File: config.mk
export PLATFORM = sky130hd
export DESIGN_NAME = multibrot_escape_time
export DESIGN_NICKNAME = d
export VERILOG_FILES = /design/src/rtl/core/mbet_pkg.sv /design/src/rtl/core/mbet_mul.sv /design/src/rtl/core/multibrot_escape_time.sv
export VERILOG_INCLUDE_DIRS = /design/src /design/src/rtl/core
export SDC_FILE = /design/constraint.sdc
export NUM_CORES = 2
export LEC_CHECK = 0
export ABC_AREA = 1
export BUFFER_PORTS_ARGS = -buffer_cell sky130_fd_sc_hd__buf_2
export CAP_MARGIN = 40
export CELL_PAD_IN_SITES_DETAIL_PLACEMENT = 1
export CELL_PAD_IN_SITES_GLOBAL_PLACEMENT = 1
export CORE_MARGIN = 4
export CORE_UTILIZATION = 45
export CTS_CLUSTER_SIZE = 28
export DETAILED_ROUTE_END_ITERATION = 8
export PLACE_DENSITY = 0.81
export SLEW_MARGIN = 20
export SYNTH_ARGS = -nofsm -noshare
export SYNTH_HDL_FRONTEND = slang
export SYNTH_HIERARCHICAL = 1
export SYNTH_SLANG_ARGS = --single-unit
File: constraint.sdc
create_clock -name clk -period 14.6 [get_ports clk]
set_input_delay 2.92 -clock clk [delete_from_list [all_inputs] [get_ports clk]]
set_output_delay 2.92 -clock clk [all_outputs]
set_load 0.03 [all_outputs]
File: src/rtl/core/multibrot_escape_time_defines.svh
// assertion macros shared by the multibrot escape-time block
`ifndef MULTIBROT_ESCAPE_TIME_DEFINES_SVH
`define MULTIBROT_ESCAPE_TIME_DEFINES_SVH

// same-cycle implication on clk, off while rst_n is low
`define MBET_ASSERT_IMP(lbl, ante, cons, msg) \
    lbl: assert property (@(posedge clk) disable iff (!rst_n) (ante) |-> (cons)) \
        else $error(msg);

// next-cycle implication on clk, off while rst_n is low
`define MBET_ASSERT_NXT(lbl, ante, cons, msg) \
    lbl: assert property (@(posedge clk) disable iff (!rst_n) (ante) |=> (cons)) \
        else $error(msg);

`endif

File: src/rtl/core/mbet_pkg.sv
// shared constants, types and helpers for the multibrot escape-time block
package mbet_pkg;

    // word widths
    localparam int PIXEL_BITS = 12;
    localparam int ITER_BITS  = 16;
    localparam int LIMIT_REG_W = 16;
    localparam int LIMIT_BITS = (ITER_BITS < LIMIT_REG_W) ? ITER_BITS : LIMIT_REG_W;
    localparam int FRAC_BITS  = 28;
    localparam int WORD_W     = 32;
    localparam int STEP_W     = 31;
    localparam int EXP_W      = 7;
    localparam int PCNT_W     = 6;
    localparam int OPND_W     = 33;
    localparam int PROD_W     = 2 * OPND_W;
    localparam int PSH_W      = PROD_W - FRAC_BITS;
    localparam int SUM_W      = 48;
    localparam int CFG_IDX_W  = 3;
    localparam int MAX_POWER  = 64;

    localparam logic signed [SUM_W-1:0] FOUR_Q = SUM_W'(4) << FRAC_BITS;

    // register indexes on the configuration port
    localparam logic [CFG_IDX_W-1:0] REG_REAL_MIN   = 3'd0;
    localparam logic [CFG_IDX_W-1:0] REG_IMAG_MIN   = 3'd1;
    localparam logic [CFG_IDX_W-1:0] REG_REAL_STEP  = 3'd2;
    localparam logic [CFG_IDX_W-1:0] REG_IMAG_STEP  = 3'd3;
    localparam logic [CFG_IDX_W-1:0] REG_ITER_LIMIT = 3'd4;
    localparam logic [CFG_IDX_W-1:0] REG_EXPONENT   = 3'd5;

    // register reset values
    localparam logic signed [WORD_W-1:0] RST_REAL_MIN  = 32'shE000_0000;
    localparam logic signed [WORD_W-1:0] RST_IMAG_MIN  = 32'shE000_0000;
    localparam logic [STEP_W-1:0]        RST_STEP      = 31'h0004_0000;
    localparam logic [LIMIT_REG_W-1:0]   RST_LIMIT     = 16'd100;
    localparam logic [EXP_W-1:0]         RST_EXPONENT  = 7'd2;

    // sequencer states
    typedef enum logic [2:0] {
        ST_IDLE,
        ST_COORD,
        ST_CHECK,
        ST_CMUL,
        ST_ADDC,
        ST_MAG
    } mbet_state_t;

    // operand pair for the shared multiplier
    typedef struct packed {
        logic signed [OPND_W-1:0] a;
        logic signed [OPND_W-1:0] b;
    } mbet_mul_req_t;

    // clamp a wide signed sum to 32 bits
    function automatic logic signed [WORD_W-1:0] sat32(input logic signed [SUM_W-1:0] v);
        logic all_same;
        all_same = (v[SUM_W-1:WORD_W-1] == '0) || (v[SUM_W-1:WORD_W-1] == '1);
        if (all_same)
            return v[WORD_W-1:0];
        else if (v[SUM_W-1])
            return {1'b1, {(WORD_W-1){1'b0}}};
        else
            return {1'b0, {(WORD_W-1){1'b1}}};
    endfunction

endpackage

File: src/rtl/core/mbet_mul.sv
// shared signed multiplier with registered product
module mbet_mul
    import mbet_pkg::*;
(
    input  logic                     clk,
    input  mbet_mul_req_t            req,
    output logic signed [PROD_W-1:0] prod
);

    logic signed [PROD_W-1:0] prod_reg;

    // one product per cycle, available the cycle after issue
    always_ff @(posedge clk)
    begin
        prod_reg <= req.a * req.b;
    end

    assign prod = prod_reg;

endmodule

File: src/rtl/core/multibrot_escape_time.sv
// multibrot escape time: one pixel at a time through a shared multiplier sequencer
// steps: the coordinate, then per iteration a chain of p-1 complex multiplies (p = exponent
// clamped to 1..64), z = p + c and |z|^2, and one final check; the result strobe follows.
// one pixel in flight; start is taken again in the result cycle. the multiplier port (one
// product per cycle) is the shared resource that paces the sequencer.
// reset: config registers to defaults, sequencer idles; the result is shown one cycle.
`include "multibrot_escape_time_defines.svh"

module multibrot_escape_time
    import mbet_pkg::*;
(
    input  logic                        clk,
    input  logic                        rst_n,
    // pixel command
    input  logic                        start,
    output logic                        busy,
    input  logic [PIXEL_BITS-1:0]       pixel_col,
    input  logic [PIXEL_BITS-1:0]       pixel_row,
    // result
    output logic                        done,
    output logic [15:0]                 iter_count,
    output logic                        escaped,
    output logic signed [WORD_W-1:0]    excess_magnitude,
    // configuration write channel
    input  logic                        cfg_valid,
    output logic                        cfg_ready,
    input  logic [CFG_IDX_W-1:0]        cfg_index,
    input  logic [WORD_W-1:0]           cfg_data
);

    // configuration registers
    logic signed [WORD_W-1:0]  real_min_reg;
    logic signed [WORD_W-1:0]  imag_min_reg;
    logic [STEP_W-1:0]         real_step_reg;
    logic [STEP_W-1:0]         imag_step_reg;
    logic [LIMIT_REG_W-1:0]    iter_limit_reg;
    logic [EXP_W-1:0]          exponent_reg;

    // sequencer and datapath
    mbet_state_t               state_reg, state_next;
    logic [2:0]                phase_reg, phase_next;
    logic [PIXEL_BITS-1:0]     col_reg, col_next;
    logic [PIXEL_BITS-1:0]     row_reg, row_next;
    logic signed [WORD_W-1:0]  cr_reg, cr_next;
    logic signed [WORD_W-1:0]  ci_reg, ci_next;
    logic signed [WORD_W-1:0]  zr_reg, zr_next;
    logic signed [WORD_W-1:0]  zi_reg, zi_next;
    logic signed [WORD_W-1:0]  pr_reg, pr_next;
    logic signed [WORD_W-1:0]  pi_reg, pi_next;
    logic signed [WORD_W-1:0]  re_tmp_reg, re_tmp_next;
    logic signed [SUM_W-1:0]   acc_reg, acc_next;
    logic signed [SUM_W-1:0]   mag_reg, mag_next;
    logic [LIMIT_BITS-1:0]     iter_reg, iter_next;
    logic [PCNT_W-1:0]         pcount_reg, pcount_next;

    // result word
    logic                      done_reg, done_next;
    logic [15:0]               iter_count_reg, iter_count_next;
    logic                      escaped_reg, escaped_next;
    logic signed [WORD_W-1:0]  excess_reg, excess_next;

    mbet_mul_req_t             mul_req;
    logic signed [PROD_W-1:0]  prod;
    logic signed [PSH_W-1:0]   prod_sh;
    logic signed [SUM_W-1:0]   prod_sx;
    logic signed [SUM_W-1:0]   coord_prod;
    logic [LIMIT_BITS-1:0]     limit;
    logic [PCNT_W-1:0]         mul_count;
    logic                      mag_big;

    mbet_mul u_mul (
        .clk  (clk),
        .req  (mul_req),
        .prod (prod)
    );

    // product views: shifted with floor rounding, and the raw low part for coordinates
    assign prod_sh    = prod[PROD_W-1:FRAC_BITS];
    assign prod_sx    = SUM_W'(prod_sh);
    assign coord_prod = prod[SUM_W-1:0];

    assign limit   = iter_limit_reg[LIMIT_BITS-1:0];
    assign mag_big = (mag_reg >= FOUR_Q);

    // multiplies per iteration: exponent clamped to 1..64, minus one
    always_comb
    begin
        if (exponent_reg == '0)
            mul_count = '0;
        else if (exponent_reg > EXP_W'(MAX_POWER))
            mul_count = PCNT_W'(MAX_POWER - 1);
        else
            mul_count = PCNT_W'(exponent_reg - EXP_W'(1));
    end

    // configuration write channel never stalls
    assign cfg_ready = 1'b1;

    always_ff @(posedge clk or negedge rst_n)
    begin
        if (!rst_n)
        begin
            real_min_reg   <= RST_REAL_MIN;
            imag_min_reg   <= RST_IMAG_MIN;
            real_step_reg  <= RST_STEP;
            imag_step_reg  <= RST_STEP;
            iter_limit_reg <= RST_LIMIT;
            exponent_reg   <= RST_EXPONENT;
        end
        else if (cfg_valid && cfg_ready)
        begin
            unique case (cfg_index)
                REG_REAL_MIN:   real_min_reg   <= cfg_data;
                REG_IMAG_MIN:   imag_min_reg   <= cfg_data;
                REG_REAL_STEP:  real_step_reg  <= cfg_data[STEP_W-1:0];
                REG_IMAG_STEP:  imag_step_reg  <= cfg_data[STEP_W-1:0];
                REG_ITER_LIMIT: iter_limit_reg <= cfg_data[LIMIT_REG_W-1:0];
                REG_EXPONENT:   exponent_reg   <= cfg_data[EXP_W-1:0];
                default:        ;
            endcase
        end
    end

    // control state
    always_ff @(posedge clk or negedge rst_n)
    begin
        if (!rst_n)
        begin
            state_reg <= ST_IDLE;
            phase_reg <= '0;
            done_reg  <= 1'b0;
        end
        else
        begin
            state_reg <= state_next;
            phase_reg <= phase_next;
            done_reg  <= done_next;
        end
    end

    // datapath and result payload
    always_ff @(posedge clk)
    begin
        col_reg        <= col_next;
        row_reg        <= row_next;
        cr_reg         <= cr_next;
        ci_reg         <= ci_next;
        zr_reg         <= zr_next;
        zi_reg         <= zi_next;
        pr_reg         <= pr_next;
        pi_reg         <= pi_next;
        re_tmp_reg     <= re_tmp_next;
        acc_reg        <= acc_next;
        mag_reg        <= mag_next;
        iter_reg       <= iter_next;
        pcount_reg     <= pcount_next;
        iter_count_reg <= iter_count_next;
        escaped_reg    <= escaped_next;
        excess_reg     <= excess_next;
    end

    // sequencer: issue at most one product per phase, consume the one issued a phase earlier
    always_comb
    begin
        state_next      = state_reg;
        phase_next      = phase_reg;
        col_next        = col_reg;
        row_next        = row_reg;
        cr_next         = cr_reg;
        ci_next         = ci_reg;
        zr_next         = zr_reg;
        zi_next         = zi_reg;
        pr_next         = pr_reg;
        pi_next         = pi_reg;
        re_tmp_next     = re_tmp_reg;
        acc_next        = acc_reg;
        mag_next        = mag_reg;
        iter_next       = iter_reg;
        pcount_next     = pcount_reg;
        done_next       = 1'b0;
        iter_count_next = iter_count_reg;
        escaped_next    = escaped_reg;
        excess_next     = excess_reg;
        mul_req.a       = '0;
        mul_req.b       = '0;

        unique case (state_reg)
            ST_IDLE:
            begin
                if (start)
                begin
                    col_next   = pixel_col;
                    row_next   = pixel_row;
                    zr_next    = '0;
                    zi_next    = '0;
                    mag_next   = '0;
                    iter_next  = '0;
                    phase_next = '0;
                    state_next = ST_COORD;
                end
            end

            // c = min + pixel * step, exact then clamped
            ST_COORD:
            begin
                case (phase_reg)
                    3'd0:
                    begin
                        mul_req.a  = {1'b0, real_step_reg};
                        mul_req.b  = OPND_W'(col_reg);
                        phase_next = 3'd1;
                    end
                    3'd1:
                    begin
                        mul_req.a  = {1'b0, imag_step_reg};
                        mul_req.b  = OPND_W'(row_reg);
                        cr_next    = sat32(SUM_W'(real_min_reg) + coord_prod);
                        phase_next = 3'd2;
                    end
                    default:
                    begin
                        ci_next    = sat32(SUM_W'(imag_min_reg) + coord_prod);
                        phase_next = '0;
                        state_next = ST_CHECK;
                    end
                endcase
            end

            // loop test, and start of the next power chain
            ST_CHECK:
            begin
                pr_next     = zr_reg;
                pi_next     = zi_reg;
                pcount_next = mul_count;
                phase_next  = '0;
                if (mag_big || (iter_reg >= limit))
                begin
                    done_next       = 1'b1;
                    iter_count_next = 16'(iter_reg);
                    escaped_next    = mag_big;
                    excess_next     = sat32(mag_reg - FOUR_Q);
                    state_next      = ST_IDLE;
                end
                else if (mul_count == '0)
                    state_next = ST_ADDC;
                else
                    state_next = ST_CMUL;
            end

            // p = p * z, four shifted real products summed and clamped
            ST_CMUL:
            begin
                case (phase_reg)
                    3'd0:
                    begin
                        mul_req.a  = OPND_W'(pr_reg);
                        mul_req.b  = OPND_W'(zr_reg);
                        phase_next = 3'd1;
                    end
                    3'd1:
                    begin
                        mul_req.a  = OPND_W'(pi_reg);
                        mul_req.b  = OPND_W'(zi_reg);
                        acc_next   = prod_sx;
                        phase_next = 3'd2;
                    end
                    3'd2:
                    begin
                        mul_req.a   = OPND_W'(pr_reg);
                        mul_req.b   = OPND_W'(zi_reg);
                        re_tmp_next = sat32(acc_reg - prod_sx);
                        phase_next  = 3'd3;
                    end
                    3'd3:
                    begin
                        mul_req.a  = OPND_W'(pi_reg);
                        mul_req.b  = OPND_W'(zr_reg);
                        acc_next   = prod_sx;
                        phase_next = 3'd4;
                    end
                    default:
                    begin
                        pr_next     = re_tmp_reg;
                        pi_next     = sat32(acc_reg + prod_sx);
                        pcount_next = pcount_reg - PCNT_W'(1);
                        phase_next  = '0;
                        if (pcount_reg == PCNT_W'(1))
                            state_next = ST_ADDC;
                    end
                endcase
            end

            // z = p + c
            ST_ADDC:
            begin
                zr_next    = sat32(SUM_W'(pr_reg) + SUM_W'(cr_reg));
                zi_next    = sat32(SUM_W'(pi_reg) + SUM_W'(ci_reg));
                iter_next  = iter_reg + LIMIT_BITS'(1);
                phase_next = '0;
                state_next = ST_MAG;
            end

            // |z|^2 as the sum of two shifted squares, not clamped
            ST_MAG:
            begin
                case (phase_reg)
                    3'd0:
                    begin
                        mul_req.a  = OPND_W'(zr_reg);
                        mul_req.b  = OPND_W'(zr_reg);
                        phase_next = 3'd1;
                    end
                    3'd1:
                    begin
                        mul_req.a  = OPND_W'(zi_reg);
                        mul_req.b  = OPND_W'(zi_reg);
                        acc_next   = prod_sx;
                        phase_next = 3'd2;
                    end
                    default:
                    begin
                        mag_next   = acc_reg + prod_sx;
                        phase_next = '0;
                        state_next = ST_CHECK;
                    end
                endcase
            end

            default:
            begin
                state_next = ST_IDLE;
            end
        endcase
    end

    // outputs
    assign busy             = (state_reg != ST_IDLE);
    assign done             = done_reg;
    assign iter_count       = iter_count_reg;
    assign escaped          = escaped_reg;
    assign excess_magnitude = excess_reg;

    // checks on the sequencer and result word
    `MBET_ASSERT_NXT(a_start_busy, start && !busy, busy,
        "accepted pixel did not make the block busy")
    `MBET_ASSERT_NXT(a_done_single, done, !done,
        "result strobe lasted more than one cycle")
    `MBET_ASSERT_IMP(a_escaped_excess, done && escaped, !excess_magnitude[WORD_W-1],
        "escaped result with negative excess magnitude")
    `MBET_ASSERT_IMP(a_limit_count, done && !escaped, iter_count == 16'(limit),
        "non-escaped result did not run to the iteration limit")

endmodule

Word level (Yosys, flattened, before mapping) --
Cells that the tools add are included.
Storage, ports and cells: input port bits 63, output and inout port bits 52, register bits after elaboration 637, logic and storage cells 167
Cells by class: multipliers 1, reductions and logical operators 48, add/subtract/negate cells 10, muxes and demuxes 50, bitwise operators 1, equal/unequal tests 28, magnitude comparators 3
Operator list (count):
- 2-to-1 mux 32 bit | 17
- one-hot mux 66 bit (4 select lines) | 1
- one-hot mux 32 bit (2 select lines) | 4
- one-hot mux 66 bit (3 select lines) | 1
- 2-to-1 mux 48 bit | 4
- one-hot mux 48 bit (2 select lines) | 2
- one-hot mux 66 bit (2 select lines) | 1
- one-hot mux 64 bit (2 select lines) | 1
- equality test 17 bit (second input constant) | 7
- logical NOT 17 bit | 7
- adder 32 x 48 -> 48 bit | 2
- adder 32 x 32 -> 33 bit | 2
- multiplier 33 x 33 -> 66 bit | 1
- adder 48 x 38 -> 48 bit | 1
- greater-or-equal comparator 48 x 32 -> 1 bit (second input constant) | 1
- subtractor 48 x 32 -> 48 bit (second input constant) | 1
- subtractor 48 x 38 -> 48 bit | 1
- one-hot mux 16 bit (2 select lines) | 1
- AND reduction 2 bit | 14
- one-hot mux 3 bit (4 select lines) | 2
- 2-to-1 mux 3 bit | 7
- equality test 3 x 2 -> 1 bit (second input constant) | 6
- 2-to-1 mux 6 bit | 3
- adder 16 x 1 -> 16 bit (second input constant) | 1
- other kinds (24) | 53

Longest topological paths before layout --
depth after elaboration 7, depth in mapped cells 44, gate-level depth less buffers 40

Cells and area by module --
The synthesis kept the hierarchy.
Modules (own cells, without submodules):
- mbet_mul | instances 1, cells an instance 5575, seq. area each 1321.3 um^2, area an instance 43291.5 um^2
- multibrot_escape_time | instances 1, cells an instance 5941, seq. area each 16080.4 um^2, area an instance 42425.7 um^2

Worst setup path after synthesis --
OpenSTA, ideal clock, no wires.
path kind flip-flop to flip-flop, from reg phase_reg[2], to reg u_mul.prod_reg[34], in the netlist u_mul/prod[34], slack 5694 ps, required time 14480 ps, clock period less this slack 8906 ps, cell stages (with the launch flop) 35, arrival 8787 ps, setup time 120 ps, path buffers 3, cell sequence dfrtp_1 > nor2_1 > inv_1 > nor2_1 > inv_1 > nor2_1 > clkbuf_1 > nand2_1 > nand3_1 > clkbuf_1 > clkbuf_1 > nand2_1 > fa_1 > inv_1 > fa_1 > fa_1 > inv_1 > fa_1 > fa_1 > inv_1 > fa_1 > fa_1 > inv_1 > fa_1 > inv_1 > ha_1 > nand2_2 > inv_1 > a21oi_1 > inv_1 > a21oi_1 > nand3_2 > nand2_1 > nand2_1 > xor2_1
RTL lines:
- start, declared | RTL line multibrot_escape_time.sv:41 | logic [2:0] phase_reg, phase_next;
- start signal, assigned | RTL line multibrot_escape_time.sv:136 | phase_reg <= phase_next;
- end signal, assigned | RTL line mbet_mul.sv:15 | prod_reg <= req.a * req.b;
- end, declared | RTL line mbet_mul.sv:10 | logic signed [PROD_W-1:0] prod_reg;

==> impl_metrics.ini <==
[critical_path]
startpoint_type = flip-flop
critPathCaptureType = flip-flop
slowest_delay_ns = 0.73
path_common_cell = fa_1
crit_arrival_ns = 11.80
path_class = reg -> reg
crit_slowest_cell = nand2_1
crit_fanout = 33
required_ns = 15.18

[logic_synthesis]
synthFlopType = edfxtp_1
synth-seq-cells = 627
synth.area.top_cells = fa_1 27%, nand2_1 15%, edfxtp_1 14%
yosys-top-cells-count = 3,492 x nand2_1, 2,797 x inv_1, 1,151 x fa_1
netlist_instances = 11500
syn-cell-area_mm2 = 0.0857
yosysUniqueCellTypes = 62
synth-edff-count = 405
synth_top_cell_area_share_pct = 26.9
synth_top_area_cell = fa_1
syn_nets = 13200
synth.most_common_cell = nand2_1
synth_warnings = 6
async_flop_share_pct = 24.9
avgSynthCellArea_um2 = 7.44
ys_seq_area_share_pct = 20.3

[timing]
max_freq_mhz = 89.1
hold_viol_final = 0
maxSlewHeadroom_pct = 42.2
finClkSkew_ns = 0.0429
fin_tns_setup_ns = 0
period_share_pct = 76.9
rsz0062_at_grt = false
setup_viol = 0
fin_ws_ns = 3.38
drv_slew = 0
fin_crit_ns = 11.22
worst_pin_slew_ns = 0.864

[clock_network]
cts-root-buf = clkbuf_16
hold_buffers = 0
max-clock-path-buffers = 3
numCtsBuffers = 74
clk_pin_slew_ns = 0.06
cts_tree = done
htreeDepth = 3
clock_latency_ns = 0.70
post-cts-setup-buffers = 0
post_cts_resized = 0
cts.sinks = 627

[cells_and_area]
largest_reg_flops = 66
drive_gt1_share_pct = 5.32
fin_util_pct = 48.8
final_cell_area_mm2 = 0.0920
layout.nets = 13100
syn2layout_area_growth_pct = 7.31

[place]
place_area_mm2 = 0.0893
io_buffers = 113
gp_congestion = 1.03
pre_cts_slack_ns = 3.69
hpwl_mm = 291

[floorplan]
top_level_ports = 115
rows = 159
dieArea_mm2 = 0.198
die_height_um = 444
die_w_um = 444
core-area_mm2 = 0.189
start_util_pct = 45.5

[run]
cap_violations = 0

[grt]
grt_usage_pct = 35.5
antenna_found_initial = 19
grt_pass1_vias = 83700
use_met2_pct = 57.4
grt_max_degree = 85
gr-usage-met3_pct = 6.46
grt-ovfl-total = 0
grt_pass1_wl_mm = 522
grt-busiest-layer = met2
use_met1_pct = 44.2

[detailed_routing]
dr.first_iter.drc_count = 6628
wl_per_cell_um = 25.2
antenna_left = 0
drt_pre_antenna_iters = 6
drc_errors = 0
avgViaCountPerCell = 5.49
drt-total-wl_mm = 352
num_vias = 76800

[status]
status = finished clean

[hold_path]
min_path_type = reg -> reg
[path summary, 6_finish.rpt]
| path | startpoint | end | slack, ns | cells after the start |
|---|---|---|---|---|
| min in group asynchronous | rst_n | imag_min_reg[28] | 2.15 | 1 |
| hold / removal | iter_limit_reg[12] | iter_limit_reg[12] | 0.48 | 2 |
| hold reg to reg | iter_limit_reg[12] | iter_limit_reg[12] | 0.48 | 2 |
| max in group asynchronous | rst_n | imag_step_reg[11] | 11.22 | 2 |
| setup reg to reg | phase_reg[2] | u_mul/prod[56] | 3.38 | 33 |
| setup / recovery | phase_reg[2] | u_mul/prod[56] | 3.38 | 33 |
[metal layers]
layer	vias to the layer above	part of all wire, %	wire length (um)
li1	34000	-	-
met1	38800	39	138000
met2	3062	46	161000
met3	905	7.8	27400
met4	6	7.2	25400
met5	-	0.011	40
[per-stage QoR]
stage	hold slack (ns)	std cells
4_1_cts	0.489	14000
3_3_place_gp	0.468	13800
5_1_grt	0.497	14000
6_report	0.484	14000
2_1_floorplan	0.434	11500
3_5_place_dp	0.473	13800
[layout make-up]
class,count,area [um2]
well taps,2495,3120
clock buffers,95,2090
flip-flops and latches,627,17400
repair buffers,259,2040
fillers,23800,96600
clock inverters,39,405
diodes,12,30.0
inverters,2812,10600
multi-input cells,7654,56300
[cell usage in the layout, fill, tap and decap left out, drive strengths merged, types with 5 or more instances in the layout]
cell,synthesis,layout
a21boi,6,6
a21o,27,27
a21oi,396,396
a22o,23,23
a22oi,7,7
a31oi,26,26
and2,11,11
buf,75,257
clkbuf,348,96
clkinv,3,23
clkinvlp,0,7
dfrtp,144,144
dfstp,12,12
dfxtp,66,66
diode,0,12
edfxtp,405,405
fa,1151,1151
ha,474,474
inv,2809,2817
nand2,3517,3517
nand3,322,322
nand3b,13,13
nand4,111,111
nor2,699,699
nor3,57,57
nor4,23,23
o211ai,5,5
o21a,5,5
o21ai,437,437
o21bai,46,46
o22ai,29,29
or2,12,12
xnor2,58,58
xor2,173,173
[critical path, delay by kind of cell (launching register included)]
kind,cells,cell delay [ns]
AO/OA/AOI/OAI,2,0.39
adder cells (fa/ha/maj),9,4.58
buffers and inverters,11,2.87
flip-flops,1,0.42
AND/OR/NAND/NOR,11,2.81
[cells by family (layout without fill, tap and decap cells)]
| group | after synthesis | count (layout) | share of synthesized area [%] |
|---|---|---|---|
| compound gates | 1024 | 1024 | 6.69 |
| other cells | 1 | 13 | 0.00437 |
| buf+inv | 3235 | 3205 | 14.4 |
| fa+ha+maj | 1625 | 1625 | 33.8 |
| xor+xnor | 231 | 231 | 2.38 |
| flops | 627 | 627 | 20.3 |
| simple gates | 4773 | 4773 | 22.4 |
Power is not shown: default switching activity piles up to over one toggle a cycle in this logic, so the estimate is an artifact.
